**config.mk**
```make
export PLATFORM = sky130hd
export DESIGN_NAME = fsr_fifo
export DESIGN_NICKNAME = d
export VERILOG_FILES = /design/src/hw/rtl/fsr_pkg.sv /design/src/hw/rtl/fsr_fifo.sv
export SDC_FILE = /design/constraint.sdc
export NUM_CORES = 1
export LEC_CHECK = 0
export BUFFER_PORTS_ARGS = -buffer_cell sky130_fd_sc_hd__buf_4
export CORE_AREA = 4 4 194 234
export DETAILED_ROUTE_END_ITERATION = 8
export DIE_AREA = 0 0 198 238
export GPL_TIMING_DRIVEN = 0
export HOLD_SLACK_MARGIN = 0.15
export PLACE_DENSITY = 0.78
export RECOVER_POWER = 50
export SETUP_SLACK_MARGIN = 0.15
export SYNTH_ARGS = -nofsm -noshare
export SYNTH_HDL_FRONTEND = slang
export SYNTH_SLANG_ARGS = --single-unit
export TNS_END_PERCENT = 1
```
**constraint.sdc**
```tcl
create_clock -name clk -period 7 [get_ports clk]
set_input_delay 1.75 -clock clk [delete_from_list [all_inputs] [get_ports clk]]
set_output_delay 1.75 -clock clk [all_outputs]
set_load 0.005 [all_outputs]
```
**src/hw/rtl/fsr_pkg.sv**
```systemverilog
// shared constants, command codes and queue entry type of the shape rasterizer
package fsr_pkg;

	localparam int FB_WIDTH  = 240;
	localparam int FB_HEIGHT = 135;
	localparam int DEPTH     = FB_WIDTH * FB_HEIGHT;
	localparam int CW        = $clog2(FB_WIDTH + 1);
	localparam int RW        = $clog2(FB_HEIGHT + 1);
	localparam int AW        = $clog2(DEPTH);
	localparam int QDEPTH    = 4;
	localparam int QPW       = $clog2(QDEPTH);

	localparam logic [6:0]  BRIGHT_MAX  = 7'd100;
	// floor(p / 100) as (p * 5243) >> 19, exact for p below 43690
	localparam logic [12:0] DIV100_MUL  = 13'd5243;
	localparam int          DIV100_SH   = 19;

	typedef enum logic [3:0] {
		CMD_CLEAR     = 4'd0,
		CMD_SET_PIXEL = 4'd1,
		CMD_FILL_RECT = 4'd2,
		CMD_OUTL_RECT = 4'd3,
		CMD_FILL_ROUND = 4'd4,
		CMD_OUTL_ROUND = 4'd5,
		CMD_BMP_START = 4'd6,
		CMD_BMP_PIXEL = 4'd7,
		CMD_READ      = 4'd8
	} cmd_t;

	typedef enum logic [1:0] {
		OP_NOP,
		OP_DRAW,
		OP_READ
	} op_t;

	typedef enum logic [2:0] {
		B_INIT,
		B_IDLE,
		B_DRAW,
		B_DRAIN,
		B_RD0,
		B_RD1,
		B_RD2,
		B_DONE
	} back_state_t;

	typedef struct packed {
		op_t                op;
		logic               outline;
		logic signed [11:0] x;
		logic signed [11:0] y;
		logic [10:0]        w;
		logic [10:0]        h;
		logic [8:0]         r;
		logic [17:0]        r2;
		logic [17:0]        inner;
		logic [CW-1:0]      x0;
		logic [CW-1:0]      x1;
		logic [RW-1:0]      y0;
		logic [RW-1:0]      y1;
		logic [AW-1:0]      addr;
		logic [23:0]        color;
		logic               rd_in;
	} entry_t;

endpackage

```
**src/hw/rtl/fsr_fifo.sv**
```systemverilog
// short request queue between the front and the back
module fsr_fifo (
	input  logic            clk,
	input  logic            arst_n,
	input  logic            push,
	input  fsr_pkg::entry_t din,
	output logic            full,
	input  logic            pop,
	output logic            valid,
	output fsr_pkg::entry_t dout
);
	import fsr_pkg::*;

	entry_t         slot_q [QDEPTH];
	logic [QPW-1:0] wptr_q;
	logic [QPW-1:0] rptr_q;
	logic [QPW:0]   count_q;

	assign full  = (count_q == (QPW+1)'(QDEPTH));
	assign valid = (count_q != '0);
	assign dout  = slot_q[rptr_q];

	always_ff @(posedge clk) begin
		if (push) begin
			slot_q[wptr_q] <= din;
		end
	end

	always_ff @(posedge clk or negedge arst_n) begin
		if (!arst_n) begin
			wptr_q  <= '0;
			rptr_q  <= '0;
			count_q <= '0;
		end else begin
			if (push) begin
				wptr_q <= wptr_q + QPW'(1);
			end
			if (pop) begin
				rptr_q <= rptr_q + QPW'(1);
			end
			if (push && !pop) begin
				count_q <= count_q + (QPW+1)'(1);
			end else if (pop && !push) begin
				count_q <= count_q - (QPW+1)'(1);
			end
		end
	end
endmodule

```
-- Yosys cells after proc, flatten, opt, wreduce, memory -nomap -nowiden
Memories as Yosys holds them, arrays and structs flattened.
Index checks and enable logic that the tools add are counted.
- $add $sub $neg: 4
- equality and inequality tests: 1
- mux-type cells: 4
- reduce and logical (&&, ||, !) cells: 6
- operators with widths (operator ; number):
    3-bit two-way mux ; 2
    2-bit by 1-bit adder with 2-bit output (second input constant) ; 2
    3-bit by 1-bit adder with 3-bit output (second input constant) ; 1
    3-bit equality test (second input constant) ; 1
    3-bit nonzero test ; 1
    3-bit by 1-bit subtractor with 3-bit output (second input constant) ; 1
    1-bit logical AND ; 2
    1-bit logical NOT ; 2
    1-bit two-way mux ; 2
    2-bit nonzero test ; 1
- register bits after elaboration: 7
- bits in writable memories: 664
- bits of input ports: 170
- output and inout port bits: 168
- logic and storage cells: 19
- memories kept: 1
- memories (memory ; depth ; bits a word ; read ports ; clocked after memory_dff ; wr ports ; line ; source):
    slot_q ; 4 ; 166 ; 1 ; 0 ; 1 ; fsr_fifo.sv:14 ; entry_t slot_q [QDEPTH];

-- Logic depth before layout (Yosys ltp)
- depth in word-level cells: 4
- depth in mapped cells: 7
- depth with buffers taken out: 7

-- Worst setup path after synthesis
OpenSTA, ideal clock, no wires.
- path type: input port to flip-flop
- start: input push
- end: memory slot_q[1][0] (netlist bit), enable pin
- library setup time: 545 ps
- arrival time: 5530 ps
- required time: 6455 ps
- setup slack: 925 ps
- cell stages on the path: 1
- buffers on the path: 0
- cell sequence: and2_1
- word-level cells in the longest chain between the ends: 2
- ends and longest elaborated chain (item ; line ; source):
    start: declaration ; fsr_fifo.sv:5 ; input logic push,
    1-bit two-way mux ; fsr_fifo.sv:24 ; if (push) begin
    1-bit two-way mux (implied by the code) ; fsr_fifo.sv:25 ; slot_q[wptr_q] <= din;
    end: declaration ; fsr_fifo.sv:14 ;
No other way between the ends.

-- Final worst setup path
- start: input push
- end: memory slot_q[2][139] (netlist bit), enable pin
The elaborated chain is that of the path after synthesis.

==> key figures <==
Logic synthesis
  • Post-synth net total: 1078
  • Synth Area per Inst: 27.0 sq um
  • Synth top area share: 0.819
  • Adder-cell share of the synthesized area: 0.00339
  • Largest family of logic cells by synthesized area: multiplexers
  • Post-synth top cells: edfxtp_1, mux4_2, buf_2, buf_6, dfrtp_1
  • Top-count cell post-synth: edfxtp_1
  • Fraction of synthesized area in multiplexers: 0.154
  • Synth unique cells: 18
  • Post-synthesis simple-gate area fraction: 0.00206
  • Dominant synthesized flop cell: edfxtp_1
  • Synth area leaders: edfxtp_1, mux4_2, dfrtp_1
  • Post-synthesis compound-gate area fraction: 0.000206
  • Xor/xnor share of the synthesized area: 0.00216
  • Sequential cell area fraction in the yosys report: 0.826
  • Mapped cell area: 0.0243 sq mm
  • Post-synth top area cell: edfxtp_1
  • Yosys warnings: 0
  • Yosys reg bits: 671
  • Mapped Cells: 902
  • Post-synth ARST share: 0.0104
  • Post-synth EDFFs: 664

Power
  • Sw Pwr: 3.33 mW
  • Leakage Power: 9.62 nW
  • Sw frac: 0.268
  • Total Power: 12.4 mW
  • Comb power frac: 0.305
  • Reg power frac: 0.435
  • Pwr dens: 426 mW/mm^2
  • Clock power share: 0.260
  • VDD IR max: 352 uV
  • Internal Power: 9.12 mW

Placed design
  • Detailed Place HPWL: 30200 microns
  • GPL Wtd Cong: 0.719
  • I/O Buffers: 337
  • Placed inst area: 0.0279 sq mm
  • Post-Place Setup Slack: 3.42 ns

CTS
  • CTS Buf Count: 60
  • Post-CTS Setup Repair Bufs: 0
  • H-tree levels: 2
  • Worst skew pair latency: 0.62 ns
  • CTS tree: built
  • Clock buffer depth: 3
  • Clk slew on worst S/H paths: 0.06 ns
  • CTS Root Cell: clkbuf_16
  • Hold Buf Count CTS: 0
  • CTS resizes: 0
  • Num Clock Sinks: 671

Detailed routing
  • DR pass1 iterations: 4
  • Drt wl/cell: 25.0 microns
  • DRC: 0
  • Via-to-Cell Ratio: 5.69
  • Number of DRC markers in iteration 0: 645
  • Drt total wl: 48100 microns
  • DRT antenna net count: 0
  • DR vias: 10900

GRT
  • Vias in the first global route: 11900
  • First-pass GRT wire length: 72900 microns
  • Initial antenna violation count: 5
  • Overall routing resource usage: 0.206
  • Overflow after GRT: 0
  • Largest net degree at the start of global routing: 58

Run status
  • Failing checks: capacitance limit, slew limit
  • Status: complete, but fails checks

Floorplanning
  • Die width: 198 microns
  • Num ports: 338
  • Area of the die: 0.0471 sq mm
  • Initial core utilization: 0.562
  • Core area: 0.0433 sq mm
  • Core Rows: 84
  • Chip Height: 238 microns

Setup path
  • Critical path's largest stage delay: 2.10 ns
  • Kind of start point of the critical path: input port
  • CP Launch Point: push
  • Crit path top cell by count: buf_16
  • CP Class: input port to register
  • Critical-path cell list: clkbuf_1 -> and2_0 -> buf_16 -> buf_16
  • Worst Reg-to-Reg Cells: 5
  • Data required, critical path: 7.29 ns
  • Critical Path Sink Type: register
  • Reg2reg start: wptr_q[0]
  • Critical Path Fanout Max: 44
  • Slowest cell on the critical path: and2_0
  • WP data arrival: 4.76 ns

STA
  • Relative slew slack: -0.902
  • Worst-Margin Slew: 2.85 ns
  • Fin worst setup slack: 2.54 ns
  • Max-slew violations: 89
  • Share of the clock period used by the worst path: 0.638
  • Clock skew: 0.0198 ns
  • Final Hold Vio Count: 0
  • Unrepaired setup endpoints after global routing: false
  • Final setup fails: 0
  • Max Clk Rate: 224 MHz
  • Crit path time final: 4.46 ns
  • Setup TNS: 0 ns

Layout
  • Layout Nets: 1489
  • Fraction of layout cells with a size suffix above 1: 0.345
  • Area Growth Syn to Fin: 20.1%
  • Post-Layout Inst Area: 0.0292 sq mm
  • Filler cells: 2783

Worst hold path
  • Hold Path Stages: 1
  • Worst hold-check path type: register to register
  • Hold Crit Start: count_q[2]

Run
  • Max-cap violations: 3
state kept, by name, summed over array words and instances, names as in the netlist:
signal   count
count_q      3
slot_q     664
rptr_q       2
wptr_q       2
kinds of logic after synthesis:
logic type	Yosys count
flip-flops	671
multiplexers	167
adder cells (fa/ha/maj)	6
AND/OR/NAND/NOR	9
buffers and inverters	42
AO/OA/AOI/OAI	1
XOR/XNOR	6
cell usage in the layout, fill, tap and decap left out, drive strengths merged:
master and instances:
edfxtp 664, or3 1, ha 5, nand2 2, buf 214, bufinv 7
inv 6, clkinvlp 2, clkbuf 247, clkinv 21, diode 4, nor3b 1
xor2 4, nor2 1, mux2 1, o21ai 1, and2 4, xnor2 2
dfrtp 7, mux4 166, fa 1
power by group through the flow:
stage | Combinational [mW] | Clock [mW] | Sequential (mW)
after detailed placement | 3.92 | 0 | 5.49
after global placement | 3.78 | 0 | 5.70
after global routing | 4.09 | 3.50 | 5.47
after floorplan | 2.04 | 0 | 5.56
final | 3.79 | 3.24 | 5.42
after CTS | 3.95 | 3.32 | 5.41
through the flow:
stage / utilization / hold slack [ns] / cells
finish: 0.675 / 0.490 / 1920
global route: 0.675 / 0.509 / 1918
CTS: 0.690 / 0.488 / 1916
detailed placement: 0.645 / 0.476 / 1810
global placement: 0.637 / 0.469 / 1798
floorplan: - / 0.449 / 902
metal layers:
metal	up-vias	GRT usage	wire length, microns
li1	4745	-	-
met1	5739	0.270	18200
met2	359	0.342	24900
met3	72	0.0672	3900
met4	2	0.0511	993
met5	-	0	13
critical path, delay by kind of cell:
kind / cells / cell delay (ns)
and+or+nand+nor: 1 / 2.10
buffers and inverters: 3 / 0.84
cell type report:
cell class	instances	area [sq um]	share of cell area
flip-flops and latches	671	20100	0.688
multi-input cells	189	3940	0.135
repair buffers	349	2230	0.0761
clock buffers	74	1600	0.0546
well taps	559	699	0.0239
clock inverters	32	362	0.0124
plain buffers	38	279	0.00954
inverters	4	15.0	0.000513
diodes	4	10.0	0.000342
path summary, 6_finish.rpt:
| check | endpoint | slack [ns] |
|---|---|---|
| setup / recovery | slot_q[2][139] | 2.54 |
| hold / removal | count_q[2] | 0.49 |
| setup reg to reg | slot_q[2][139] | 3.36 |
| hold reg to reg | count_q[2] | 0.49 |
| max in group asynchronous | wptr_q[1] | 5.67 |
| min in group asynchronous | count_q[2] | 1.04 |
Note: power is estimated with default switching activity, not from simulation.
