### config.mk
export PLATFORM = sky130hd
export DESIGN_NAME = fsr_front_flat
export DESIGN_NICKNAME = d
export VERILOG_FILES = /design/src/hw/rtl/fsr_pkg.sv /design/src/hw/rtl/fsr_cmd_if.sv /design/src/hw/rtl/fsr_front.sv /design/src/flat_wrapper.sv
export SDC_FILE = /design/constraint.sdc
export NUM_CORES = 1
export LEC_CHECK = 0
export BUFFER_PORTS_ARGS = -buffer_cell sky130_fd_sc_hd__clkbuf_2
export CORE_UTILIZATION = 25
export DETAILED_ROUTE_END_ITERATION = 8
export GPL_ROUTABILITY_DRIVEN = 1
export PLACE_DENSITY = 0.39
export SYNTH_ARGS = -nofsm -noshare
export SYNTH_HDL_FRONTEND = slang
export SYNTH_SLANG_ARGS = --single-unit
### constraint.sdc
create_clock -name clk -period 6 [get_ports clk]
set_clock_uncertainty 0.05 [all_clocks]
set_input_delay 0 -clock clk [delete_from_list [all_inputs] [get_ports clk]]
set_output_delay 0 -clock clk [all_outputs]
set_load 0.02 [all_outputs]
### src/hw/rtl/fsr_pkg.sv
// shared constants, command codes and queue entry type of the shape rasterizer
package fsr_pkg;

	localparam int FB_WIDTH  = 240;
	localparam int FB_HEIGHT = 135;
	localparam int DEPTH     = FB_WIDTH * FB_HEIGHT;
	localparam int CW        = $clog2(FB_WIDTH + 1);
	localparam int RW        = $clog2(FB_HEIGHT + 1);
	localparam int AW        = $clog2(DEPTH);
	localparam int QDEPTH    = 4;
	localparam int QPW       = $clog2(QDEPTH);

	localparam logic [6:0]  BRIGHT_MAX  = 7'd100;
	// floor(p / 100) as (p * 5243) >> 19, exact for p below 43690
	localparam logic [12:0] DIV100_MUL  = 13'd5243;
	localparam int          DIV100_SH   = 19;

	typedef enum logic [3:0] {
		CMD_CLEAR     = 4'd0,
		CMD_SET_PIXEL = 4'd1,
		CMD_FILL_RECT = 4'd2,
		CMD_OUTL_RECT = 4'd3,
		CMD_FILL_ROUND = 4'd4,
		CMD_OUTL_ROUND = 4'd5,
		CMD_BMP_START = 4'd6,
		CMD_BMP_PIXEL = 4'd7,
		CMD_READ      = 4'd8
	} cmd_t;

	typedef enum logic [1:0] {
		OP_NOP,
		OP_DRAW,
		OP_READ
	} op_t;

	typedef enum logic [2:0] {
		B_INIT,
		B_IDLE,
		B_DRAW,
		B_DRAIN,
		B_RD0,
		B_RD1,
		B_RD2,
		B_DONE
	} back_state_t;

	typedef struct packed {
		op_t                op;
		logic               outline;
		logic signed [11:0] x;
		logic signed [11:0] y;
		logic [10:0]        w;
		logic [10:0]        h;
		logic [8:0]         r;
		logic [17:0]        r2;
		logic [17:0]        inner;
		logic [CW-1:0]      x0;
		logic [CW-1:0]      x1;
		logic [RW-1:0]      y0;
		logic [RW-1:0]      y1;
		logic [AW-1:0]      addr;
		logic [23:0]        color;
		logic               rd_in;
	} entry_t;

endpackage

### src/hw/rtl/fsr_cmd_if.sv
// command channel: valid, ready and one drawing request
interface fsr_cmd_if;
	logic               valid;
	logic               ready;
	logic [3:0]         cmd;
	logic signed [10:0] x;
	logic signed [10:0] y;
	logic [9:0]         w;
	logic [9:0]         h;
	logic [8:0]         radius;
	logic [7:0]         red;
	logic [7:0]         green;
	logic [7:0]         blue;
	logic [15:0]        pixel565;

	modport source (output valid, cmd, x, y, w, h, radius, red, green, blue, pixel565,
		input ready);
	modport sink (input valid, cmd, x, y, w, h, radius, red, green, blue, pixel565,
		output ready);
endinterface

### src/hw/rtl/fsr_front.sv
// front end: accepts requests, tracks the bitmap cursor, clips and clamps shapes
module fsr_front (
	input  logic            clk,
	input  logic            arst_n,
	fsr_cmd_if.sink         cmd_ch,
	input  logic            init_done,
	output logic            push,
	output fsr_pkg::entry_t push_data,
	input  logic            q_full
);
	import fsr_pkg::*;

	localparam logic signed [12:0] FBW_S = 13'(FB_WIDTH);
	localparam logic signed [12:0] FBH_S = 13'(FB_HEIGHT);

	entry_t             ent_s1;
	entry_t             s1_d;
	logic               v_s1;
	logic               accept;
	logic signed [10:0] bm_ox_q;
	logic signed [10:0] bm_oy_q;
	logic [9:0]         bm_w_q;
	logic [9:0]         bm_h_q;
	logic [9:0]         bm_col_q;
	logic [9:0]         bm_row_q;
	logic               bm_act;
	logic signed [12:0] bx, by, xe, ye, x0c, x1c, y0c, y1c;
	logic [10:0]        bw, bh, rc;
	logic               outl, box, isrd, nonempty, rd_in;
	logic [23:0]        color;
	logic [8:0]         rm1;

	assign accept        = cmd_ch.valid && cmd_ch.ready;
	assign push          = v_s1 && !q_full;
	assign cmd_ch.ready  = init_done && (!v_s1 || !q_full);
	assign bm_act        = (bm_w_q != '0) && (bm_row_q < bm_h_q);

	always_comb begin
		bx    = 13'(cmd_ch.x);
		by    = 13'(cmd_ch.y);
		bw    = {1'b0, cmd_ch.w};
		bh    = {1'b0, cmd_ch.h};
		rc    = '0;
		outl  = 1'b0;
		box   = 1'b0;
		isrd  = 1'b0;
		color = {cmd_ch.red, cmd_ch.green, cmd_ch.blue};
		unique case (cmd_t'(cmd_ch.cmd))
			CMD_CLEAR: begin
				box = 1'b1;
				bx  = '0;
				by  = '0;
				bw  = 11'(FB_WIDTH);
				bh  = 11'(FB_HEIGHT);
			end
			CMD_SET_PIXEL: begin
				box = 1'b1;
				bw  = 11'd1;
				bh  = 11'd1;
			end
			CMD_FILL_RECT: box = 1'b1;
			CMD_OUTL_RECT: begin
				box  = 1'b1;
				outl = 1'b1;
			end
			CMD_FILL_ROUND, CMD_OUTL_ROUND: begin
				box  = 1'b1;
				outl = (cmd_t'(cmd_ch.cmd) == CMD_OUTL_ROUND);
				rc   = {2'b0, cmd_ch.radius};
				if ({rc, 1'b0} > {1'b0, bw}) begin
					rc = bw >> 1;
				end
				if ({rc, 1'b0} > {1'b0, bh}) begin
					rc = bh >> 1;
				end
			end
			CMD_BMP_PIXEL: begin
				box   = bm_act && (cmd_ch.pixel565 != '0);
				bx    = 13'(bm_ox_q) + 13'(bm_col_q);
				by    = 13'(bm_oy_q) + 13'(bm_row_q);
				bw    = 11'd1;
				bh    = 11'd1;
				color = {cmd_ch.pixel565[15:11], 3'b0, cmd_ch.pixel565[10:5], 2'b0,
					cmd_ch.pixel565[4:0], 3'b0};
			end
			CMD_READ: isrd = 1'b1;
			default: ;
		endcase

		xe       = bx + 13'(bw);
		ye       = by + 13'(bh);
		x0c      = (bx < 0) ? 13'sd0 : bx;
		y0c      = (by < 0) ? 13'sd0 : by;
		x1c      = (xe > FBW_S) ? FBW_S : xe;
		y1c      = (ye > FBH_S) ? FBH_S : ye;
		nonempty = (x1c > x0c) && (y1c > y0c);
		rd_in    = (bx >= 0) && (bx < FBW_S) && (by >= 0) && (by < FBH_S);

		s1_d         = '0;
		s1_d.op      = isrd ? OP_READ : ((box && nonempty) ? OP_DRAW : OP_NOP);
		s1_d.outline = outl;
		s1_d.x       = bx[11:0];
		s1_d.y       = by[11:0];
		s1_d.w       = bw;
		s1_d.h       = bh;
		s1_d.r       = rc[8:0];
		s1_d.x0      = isrd ? CW'(bx) : CW'(x0c);
		s1_d.y0      = isrd ? RW'(by) : RW'(y0c);
		s1_d.x1      = CW'(x1c);
		s1_d.y1      = RW'(y1c);
		s1_d.color   = color;
		s1_d.rd_in   = rd_in;
	end

	// squares of r and r-1 and the row address (pixel address for a read) are formed on the way into the queue
	always_comb begin
		rm1             = ent_s1.r - 9'd1;
		push_data       = ent_s1;
		push_data.r2    = 18'({9'd0, ent_s1.r} * {9'd0, ent_s1.r});
		push_data.inner = 18'({9'd0, rm1} * {9'd0, rm1});
		push_data.addr  = AW'(ent_s1.y0 * FB_WIDTH)
			+ ((ent_s1.op == OP_READ) ? AW'(ent_s1.x0) : AW'(0));
	end

	always_ff @(posedge clk) begin
		if (accept) begin
			ent_s1 <= s1_d;
		end
	end

	always_ff @(posedge clk or negedge arst_n) begin
		if (!arst_n) begin
			v_s1     <= 1'b0;
			bm_ox_q  <= '0;
			bm_oy_q  <= '0;
			bm_w_q   <= '0;
			bm_h_q   <= '0;
			bm_col_q <= '0;
			bm_row_q <= '0;
		end else begin
			if (accept) begin
				v_s1 <= 1'b1;
			end else if (push) begin
				v_s1 <= 1'b0;
			end
			if (accept && cmd_t'(cmd_ch.cmd) == CMD_BMP_START) begin
				bm_ox_q  <= cmd_ch.x;
				bm_oy_q  <= cmd_ch.y;
				bm_w_q   <= cmd_ch.w;
				bm_h_q   <= cmd_ch.h;
				bm_col_q <= '0;
				bm_row_q <= '0;
			end else if (accept && cmd_t'(cmd_ch.cmd) == CMD_BMP_PIXEL && bm_act) begin
				if ({1'b0, bm_col_q} + 11'd1 >= {1'b0, bm_w_q}) begin
					bm_col_q <= '0;
					bm_row_q <= bm_row_q + 10'd1;
				end else begin
					bm_col_q <= bm_col_q + 10'd1;
				end
			end
		end
	end
endmodule

### src/flat_wrapper.sv
// flat-port wrapper written by rule: the top's interface ports become plain ports
module fsr_front_flat import fsr_pkg::*;
  (clk, arst_n, init_done, push, push_data, q_full, cmd_ch_valid, cmd_ch_cmd, cmd_ch_x, cmd_ch_y, cmd_ch_w, cmd_ch_h, cmd_ch_radius, cmd_ch_red, cmd_ch_green, cmd_ch_blue, cmd_ch_pixel565, cmd_ch_ready);
  fsr_cmd_if cmd_ch_i ();
  input  logic clk;
  input  logic arst_n;
  input  logic init_done;
  output logic push;
  output fsr_pkg::entry_t push_data;
  input  logic q_full;
  input wire logic [$bits(cmd_ch_i.valid)-1:0] cmd_ch_valid;
  input wire logic [$bits(cmd_ch_i.cmd)-1:0] cmd_ch_cmd;
  input wire logic [$bits(cmd_ch_i.x)-1:0] cmd_ch_x;
  input wire logic [$bits(cmd_ch_i.y)-1:0] cmd_ch_y;
  input wire logic [$bits(cmd_ch_i.w)-1:0] cmd_ch_w;
  input wire logic [$bits(cmd_ch_i.h)-1:0] cmd_ch_h;
  input wire logic [$bits(cmd_ch_i.radius)-1:0] cmd_ch_radius;
  input wire logic [$bits(cmd_ch_i.red)-1:0] cmd_ch_red;
  input wire logic [$bits(cmd_ch_i.green)-1:0] cmd_ch_green;
  input wire logic [$bits(cmd_ch_i.blue)-1:0] cmd_ch_blue;
  input wire logic [$bits(cmd_ch_i.pixel565)-1:0] cmd_ch_pixel565;
  output wire logic [$bits(cmd_ch_i.ready)-1:0] cmd_ch_ready;
  assign cmd_ch_i.valid = cmd_ch_valid;
  assign cmd_ch_i.cmd = cmd_ch_cmd;
  assign cmd_ch_i.x = cmd_ch_x;
  assign cmd_ch_i.y = cmd_ch_y;
  assign cmd_ch_i.w = cmd_ch_w;
  assign cmd_ch_i.h = cmd_ch_h;
  assign cmd_ch_i.radius = cmd_ch_radius;
  assign cmd_ch_i.red = cmd_ch_red;
  assign cmd_ch_i.green = cmd_ch_green;
  assign cmd_ch_i.blue = cmd_ch_blue;
  assign cmd_ch_i.pixel565 = cmd_ch_pixel565;
  assign cmd_ch_ready = cmd_ch_i.ready;
  fsr_front u_core (.clk(clk), .arst_n(arst_n), .cmd_ch(cmd_ch_i), .init_done(init_done), .push(push), .push_data(push_data), .q_full(q_full));
endmodule
# == Word-level counts from Yosys, hierarchy flattened ==
# Index checks and enable logic that the tools add are counted.
# classes
n_eq_ne,9
add_sub_neg,9
magnitude_cmp,14
muxes,27
multipliers,3
reduce_logical,26
# op_table
cell,count
$mux 10,6
$mux 13,4
$pmux 13 s2,2
$pmux 10 s2,2
$mul 9x9->18,2
$add 13x10->13,2
$ge 13x1->1 const B,2
$gt 13x13->1,2
$gt 13x9->1 const B,2
$lt 13x1->1 const B,2
$lt 13x9->1 const B,2
$add 11x11->12,2
$mux 24,1
$mux 8,3
$add 10x1->10 const B,2
$mux 9,2
$eq 4x3->1 const B,4
$reduce_bool 16->1,1
$add 15x15->15,1
$logic_and 1x1->1,13
$gt 12x10->1,1
$add 10x1->11 const B,1
$ge 11x10->1,1
$mul 8x4->11 const B,1
other kinds (18),27
# totals
register_bits,178
in_bits,100
wordCells,109
out_inout_bits,168

# == Depth between registers and ports, before layout ==
# Gate-level depths: netlist of the first run.
# depth
ltp_word,10
mapped_depth,28
ltp_nobuf,28

# == Least setup slack after synthesis of the first run ==
# Ideal clock, no wire load.
# synth_timing
kind,register to output
from,"register u_core.ent_s1, in the netlist u_core.push_data[108]"
to,output port push_data[89] (netlist bit)
setup_slack_ps,419
required_time_ps,5950
t_arrival_ps,5531
path_buffers,0
stages_incl_launch_ff,20
cell_sequence,edfxtp_1 > inv_1 > ha_1 > nor4b_1 > xnor2_1 > nor2_1 > fa_1 > fa_1 > fa_1 > inv_1 > fa_1 > inv_1 > ha_1 > nor3_1 > nor2_1 > a31o_2 > o211ai_1 > o21bai_1 > a21oi_1 > xnor2_1
# synth_rtl
element,line_no,rtl
from (decl),fsr_front.sv:16,entry_t ent_s1;
from (signal assigned),fsr_front.sv:127,ent_s1 <= s1_d;
to (decl),flat_wrapper.sv:9,output fsr_pkg::entry_t push_data;

==> results of run 1 <==
area by class of cell:
cell class | count | area (sq um)
inverter | 184 | 691
clock buffer | 25 | 498
timing repair buffer | 406 | 2610
multi-input combinational | 1250 | 9840
sequential | 176 | 4970
fill | 6493 | 41200
antenna | 1 | 2.50
tap | 782 | 978
clock inverter | 7 | 61.3
report_power, final:
part / switching, uW / internal [uW]
sequential: 71.4 / 1420
clock: 477 / 618
combinational: 1940 / 1350
synth_stat cells (7+ instances only):
master    count  share of area, %
a211oi_1     19              0.92
a21o_1       31               1.5
a21oi_1      67               2.2
a22oi_1       7              0.34
a41oi_1       7              0.40
and2_1       48               1.9
and3_1       13              0.52
clkbuf_1     29              0.70
dfrtp_1      63                10
edfxtp_1    113                22
fa_1         86                11
ha_1        186                15
inv_1       181               4.4
mux2_2       11              0.80
nand2_1     217               5.3
nand2b_1     19              0.77
nand3_1      24              0.77
nand4_1      13              0.52
nor2_1      145               3.5
nor2b_1      25               1.0
nor3_1       18              0.58
nor4_1       11              0.44
o21a_1       26               1.3
o21ai_0      65               2.1
o21ai_1       7              0.23
o21bai_1      9              0.44
or2_2        11              0.44
xnor2_1      73               4.1
xor2_1       25               1.4
logic make-up (layout without fill, tap and decap cells):
group / Yosys count / count (layout)
compound gates: 296 / 296
xor+xnor: 99 / 99
simple gates: 567 / 567
flops: 176 / 176
other cells: 1 / 5
fa+ha+maj: 272 / 272
buf+inv: 224 / 622
mux: 12 / 12
sequential cells by signal (all words and copies together), names as in the netlist:
name,cells
u_core.bm_col_q,10
u_core.bm_w_q,10
u_core.bm_ox_q,11
u_core.v_s1,1
u_core.push_data,113
u_core.bm_h_q,10
u_core.bm_oy_q,11
u_core.bm_row_q,10
through the flow:
step | setup slack (ns) | hold slack, ns | area (sq um) | cells | power, uW
2_1_floorplan | 0.419 | -0.346 | 15500 | 1650 | 3810
4_1_cts | 0.0608 | 0.0666 | 19500 | 2823 | 5890
6_report | 0.301 | 0.107 | 19700 | 2831 | 5880
5_1_grt | -0.0176 | 0.131 | 19700 | 2831 | 6390
3_3_place_gp | 0.259 | 0.177 | 18000 | 2707 | 4690
3_5_place_dp | 0.141 | 0.177 | 18000 | 2707 | 4710
worst max-delay path: cells and delay by family, from the launching register on:
kind,cells,cell delay [ns]
simple gates,5,1.05
compound gates,4,0.76
xor+xnor,2,0.24
flops,1,0.42
fa+ha+maj,5,2.30
buf+inv,3,0.44
routing by layer:
layer  vias up  GRT usage (%)  wire length [um]
li1       6402              -                 -
met1      6208           21.1             23600
met3        28           2.18              1430
met2       199           27.5             24300
met5         -              0                11
met4         2           3.15               625
layout by cell type (no fill, tap or decap), types with 23 or more instances in the layout:
master           n
a21oi_1         64
and2_1          47
nor2_1         143
buf_4           59
inv_1          179
nand2_1        217
nand3_1         24
fa_1            86
clkbuf_2       261
xnor2_1         70
a21o_1          31
o21a_1          26
xor2_1          24
o21ai_0         64
ha_1           183
nor2b_1         23
dfrtp_1         61
dlygate4sd3_1   84
edfxtp_1       113
worst min path at each step:
stage	from	end	slack, ns
after detailed placement	cmd_ch_x[2]	u_core.bm_ox_q[2]$_DFFE_PN0P_	0.18
after floorplan	arst_n	u_core.bm_col_q[0]$_DFFE_PN0P_	-0.35
after global routing	cmd_ch_cmd[0]	u_core.push_data[163]$_DFFE_PP_	0.13
after CTS	cmd_ch_cmd[0]	u_core.push_data[163]$_DFFE_PP_	0.07
after global placement	cmd_ch_x[4]	u_core.bm_ox_q[4]$_DFFE_PN0P_	0.18
final	cmd_ch_cmd[0]	u_core.push_data[163]$_DFFE_PP_	0.11
repair_timing:
action                                  4_1_cts  5_1_grt
gates resized for setup                       3       36
endpoints found under the hold margin       141        0
buffers inserted                              0        7
endpoints found under the setup margin        1        4
hold buffers                                 84        0
pin swaps                                     0        8
==> metrics.md, run 1 <==
| Metric | Value |
|---|---|
| Tcrit/Tclk final | `approximately 95%` |
| Simple-Gate Fraction of Synth Area | `17.0%` |
| CTS Buffer Depth | `2` |
| Initial DRC Count | `562` |
| Final Max Slew Viols | `0` |
| Vias per cell | `4.54` |
| Die area | `about 63000 sq um` |
| CP Data Required Time | `just under 6 ns` |
| Mux contribution to synthesized area | `less than 1%` |
| # DRC | `0` |
| CTS tree | `done` |
| CTS Buf Count | `17` |
| FF-to-FF End | `u_core.push_data[164]$_SDFFCE_PP0P_` |
| Final min period | `about 5.7 ns` |
| Synth Area in XOR/XNOR | `about 5.6%` |
| Via count | `12800` |
| Antenna Violating Nets Remaining | `0` |
| Max stage delay on crit path | `between 0.6 and 0.7 ns` |
| Slew @ Worst Pin | `about 1.2 ns` |
| Status | `finished clean` |
| Leakage | `slightly above 0.009 uW` |
| GP Congestion | `~0.86` |
| Mean Syn Cell Area | `roughly 9.4 sq um` |
| Depth of the CTS H-tree | `4` |
| Achievable Freq | `roughly 180 MHz` |
| CP endpoint | `push_data[89]` |
| IO Port Bufs | `approximately 260` |
| Max VDD drop | `between 0.2 and 0.25 mV` |
| GRT overflow | `0` |
| Number of global-route vias before repair | `between 10000 and 15000` |
| Worst-path clk slew | `0.07 ns` |
| Num rows | `90` |
| GR Util All Layers | `between 10% and 20%` |
| Slew HR | `between 20% and 30%` |
| Total negative slack | `0 ns` |
| Initial antenna violation count | `3` |
| Setup crit end kind | `primary output` |
| Critical path peak fanout | `9` |
| Die height | `between 200 and 300 um` |
| Syn. warnings | `0` |
| Synth Instances | `roughly 1600` |
| Wire length per cell | `between 15 and 20 um` |
| Drt first pass iters | `5` |
| Worst Hold Class | `in -> reg` |
| CP cell instances | `nor3_2 > nand2_1 > nor4b_2 > xnor2_1 > buf_4 > or2_2 > inv_1 > fa_1 > fa_1 > fa_1 > fa_1 > ha_4 > and3_1 > a31o_2 > o211ai_1 > o21bai_1 > a21oi_1 > xnor2_1 > buf_4` |
| Pwr dens | `299 nW/um^2` |
| Final WL | `~50000 um` |
| Clock sink count | `roughly 180` |
| Distinct cells, synth | `78` |
| Worst Hold Depth | `3` |
| Clk Latency, worst-skew pair | `around 0.44 ns` |
| Hold Vio Cnt, Final | `0` |
| Post-synthesis adder-cell area fraction | `about a quarter` |
| Max-cap violations | `0` |
| Critical Path AT | `around 5.7 ns` |
| Endpoints failing setup | `0` |
| CP max-delay cell | `fa_1` |
| Kind of critical path | `reg -> out` |
| FF-to-FF path depth | `26` |
| Ys async rst share | `between 30% and 40%` |
| Main combinational cell family by area after synthesis | `adder cells` |
| Layout cell share with drive strength beyond 1 | `20.5%` |
| Post-DP HPWL | `just over 40000 um` |
| Largest net degree at the start of global routing | `72` |
| Die width | `between 200 and 300 um` |
| Global-route wire length before repair | `between 70000 and 80000 um` |
| Startpoint Class | `flop` |
| Compound-gate portion of the synthesized area | `12.7%` |
| Root buffer cell | `clkbuf_16` |
| Core Util, Final | `32.3%` |
| Mapped cell area | `15500 sq um` |
| Seq/Total Area, Yosys | `between 30 and 40%` |
| Layout area overhead | `26.8%` |
| Seq cells post-synth | `176` |
| Core region area | `60800 sq um` |
| R2r startpoint | `u_core.bm_col_q[0]$_DFFE_PN0P_` |
| Top cell by count, worst path | `fa_1` |
| Number of synthesized flops with an enable pin | `about 110` |
| Initial Util | `25.5%` |
| Synth Flop Type | `edfxtp_1` |
| Worst setup path startpoint | `u_core.push_data[110]$_SDFFCE_PN0P_` |
| IO Count | `between 200 and 300` |
| Layout Nets | `2407` |
| Flop2flop setup slack | `~0.35 ns` |
Note: power is estimated with default switching activity, not from simulation.
==> inputs of run 2 (changes only) <==
- ABC_AREA: unset -> 1
- HOLD_SLACK_MARGIN: unset -> 0.15
- MAX_ROUTING_LAYER: unset -> met4
==> run 2 against run 1 <==
Final area grew 4.7%. Sequential share of layout area shrank 1.1 points. Utilization shrank 0.58 points. Area after synthesis up 6.5%. Critical path type unchanged. Register-to-register slack better by 0.36 ns. Count of clock-buffer cells in the layout is 8 lower. Die area rose by 6.4%. Non-clock buffer count fell by 12. Sequential power increased by 4%. Sequential cell count is the same. Fmax hardly changed. Combinational power decreased by 15%.
==> metrics.md, run 2 <==
| Metric | Value |
|---|---|
| Status | `finished clean` |
| Leakage | `0.0106 uW` |
| Seq pwr share | `between 20 and 30%` |
| Drt first pass iters | `5` |
| Worst setup margin | `0.301 ns` |
| CTS Buf Count | `17` |
| Initial DRC Count | `around 750` |
| Synth Flop Type | `edfxtp_1` |
| CP Data Required Time | `between 5 and 6 ns` |
| CTS Buffer Depth | `2` |
| Layout area overhead | `24.7%` |
| Pwr dens | `roughly 270 nW/um^2` |
| Seq/Total Area, Yosys | `between 30% and 40%` |
| Mapped cell area | `16500 sq um` |
| Power share of the combinational group | `50.1%` |
| Slew @ Worst Pin | `roughly 0.95 ns` |
| Ys async rst share | `between 30% and 40%` |
| Hold Vio Cnt, Final | `0` |
| Yosys top cell area share | `20.6%` |
| Antenna Violating Nets Remaining | `0` |
| Mean Syn Cell Area | `~8.0 sq um` |
| IO Count | `approximately 270` |
| Number of synthesized flops with an enable pin | `approximately 110` |
| CTS tree | `done` |
| FF-to-FF End | `u_core.push_data[164]$_SDFFCE_PP0P_` |
| Worst hold start | `cmd_ch_valid` |
| Critical path peak fanout | `7` |
| Wire length per cell | `between 15 and 20 um` |
| Max VDD drop | `a little over 0.2 mV` |
| Synth Instances | `~2100` |
| Max FFs per register | `roughly 110` |
| Tcrit/Tclk final | `95.0%` |
| Most common cell after layout, fill and taps aside | `nand2_1` |
| Layout cell share with drive strength beyond 1 | `around 17%` |
| Final WL | `~54000 um` |
| GRT overflow | `0` |
| Critical Path AT | `roughly 5.7 ns` |
| GR Util All Layers | `around 17%` |
| Seq cells post-synth | `between 150 and 200` |
| Distinct cells, synth | `59` |
| Global-route wire length before repair | `about 84000 um` |
| Setup crit end kind | `primary output` |
| Ant diodes | `0` |
| Syn. warnings | `0` |
| Root buffer cell | `clkbuf_16` |
| Startpoint Class | `flop` |
| R2r startpoint | `u_core.bm_row_q[0]$_DFFE_PN0P_` |
| Flop2flop setup slack | `around 0.7 ns` |
| Initial Util | `25.5%` |
| Clk Latency, worst-skew pair | `around 0.47 ns` |
| Top cells by area, synth | `edfxtp_1 (21%), ha_1 (14%), nand2_1 (11%)` |
| Die area | `roughly 67000 sq um` |
| Final min period | `approximately 5.7 ns` |
| Slew HR | `36.3%` |
| Depth of the CTS H-tree | `4` |
| Worst-path clk slew | `~0.070 ns` |
| Total negative slack | `0 ns` |
| Achievable Freq | `175 MHz` |
| FF-to-FF path depth | `33` |
| Pint | `between 3000 and 4000 uW` |
| Layout Nets | `2803` |
| Die width | `about 260 um` |
| Worst setup path startpoint | `u_core.push_data[108]$_SDFFCE_PN0P_` |
| Top-count cell post-synth | `nand2_1` |
| Max-cap violations | `0` |
| Setup WS pre-CTS | `0.415 ns` |
| # DRC | `0` |
| Core region area | `approximately 65000 sq um` |
| Post-DP HPWL | `between 40000 and 50000 um` |
| Die height | `between 200 and 300 um` |
| Hold Path End | `u_core.bm_col_q[3]$_DFFE_PN0P_` |
| Number of global-route vias before repair | `~15000` |
| Worst Hold Class | `in -> reg` |
| Switching power | `2440 uW` |
| Post-synth top area cell | `edfxtp_1` |
| Switching Fraction | `between 40% and 50%` |
| Via count | `~15000` |
| Kind of critical path | `reg -> out` |
| Final Max Slew Viols | `0` |
| Endpoints failing setup | `0` |
| Worst Hold Depth | `6` |
| IO Port Bufs | `263` |
| Initial antenna violation count | `2` |
| Commonest cells post-synth | `nand2_1 (495), inv_1 (361), ha_1 (186)` |
| Vias per cell | `approximately 4.5` |
| Clock sink count | `about 180` |
| GP Congestion | `around 0.9` |
| Largest net degree at the start of global routing | `64` |
| Num rows | `93` |
| Most frequent cells in the layout | `nand2_1 (492), inv_1 (359), clkbuf_2 (263), ha_1 (184), nor2_1 (160)` |
| Clock power share | `22.1%` |
-- run 2: cell types whose count changed after synthesis, sizes merged, moves of 29 or more --
cell | before | now
a21oi | 67 | 96
and2 | 48 | 2
inv | 184 | 377
nand2 | 218 | 507
nand3 | 24 | 85
o21ai | 72 | 110
xnor2 | 73 | 29
-- run 2: worst max-delay path: stages (launching register included) --
cell and delay (ns):
edfxtp_1 0.41, inv_2 0.13, ha_2 0.23, nand4_1 0.17, nor3_2 0.16, xor2_1 0.28, inv_2 0.08, buf_4 0.17
nor2_1 0.17, fa_1 0.47, fa_1 0.53, fa_1 0.52, fa_1 0.49, ha_1 0.38, a21oi_1 0.16, o21ai_0 0.15
a21o_1 0.21, a31oi_1 0.17, xnor2_1 0.14, clkbuf_2 0.19
-- run 2: area by class of cell --
type | count | area (sq um)
fillers | 6938 | 44200
multi-input cells | 1462 | 9920
flip-flops and latches | 176 | 4970
repair buffers | 394 | 2550
inverters | 380 | 1430
well taps | 855 | 1070
clock buffers | 17 | 425
clock inverters | 15 | 206
-- run 2: through the flow --
step / cell area [sq um] / power, uW / hold slack (ns) / cells / util, %
finish: 20600 / 5620 / 0.190 / 3299 / 31.7
global route: 20600 / 6090 / 0.212 / 3299 / 31.7
CTS: 20500 / 5670 / 0.152 / 3298 / 31.7
detailed placement: 18900 / 4340 / 0.220 / 3166 / 29.1
global placement: 18900 / 4330 / 0.207 / 3166 / 29.1
floorplan: 16500 / 3560 / -0.346 / 2065 / -
-- run 2: worst max path at each step --
stage / slack, ns / end / depth (start not counted)
after floorplan: 0.48 / push_data[85] / 22
after global placement: 0.48 / u_core.push_data[164]$_SDFFCE_PP0P_ / 33
after detailed placement: 0.42 / push_data[85] / 23
after CTS: 0.005 / push_data[85] / 25
after global routing: -0.002 / push_data[89] / 20
final: 0.30 / push_data[86] / 19
-- run 2: cells by family after synthesis --
family / Yosys count / share of synthesized area (%)
muxes: 2 / 0.129
buffers and inverters: 427 / 10.2
other: 1 / 0.0227
adders and majority gates: 272 / 24.5
AOI/OAI and AO/OA: 264 / 9.40
and+or+nand+nor: 841 / 21.4
DFF: 176 / 30.1
xor gates and xnor gates: 79 / 4.24
-- run 2: layer usage --
metal / share of wire, % / global-route usage, % / up-vias
met5: 0 / - / -
li1: - / - / 7356
met2: 47 / 27.6 / 314
met3: 3.4 / 2.03 / 64
met4: 2.1 / 4.70 / 0
met1: 47 / 21.6 / 6957
-- run 2: what timing repair did --
action,4_1_cts,5_1_grt
setup endpoints to repair,1,7
hold endpoints to repair,174,0
resized for setup,3,13
pin swaps,1,1
hold buffers,100,0
setup buffers,0,1
-- run 2: power groups by stage --
| stage | logic (uW) | clock network [uW] | registers (uW) |
|---|---|---|---|
| floorplan | 1960 | 0 | 1600 |
| global placement | 2750 | 0 | 1590 |
| detailed placement | 2750 | 0 | 1590 |
| CTS | 2830 | 1280 | 1560 |
| global route | 3190 | 1320 | 1580 |
| finish | 2810 | 1240 | 1560 |
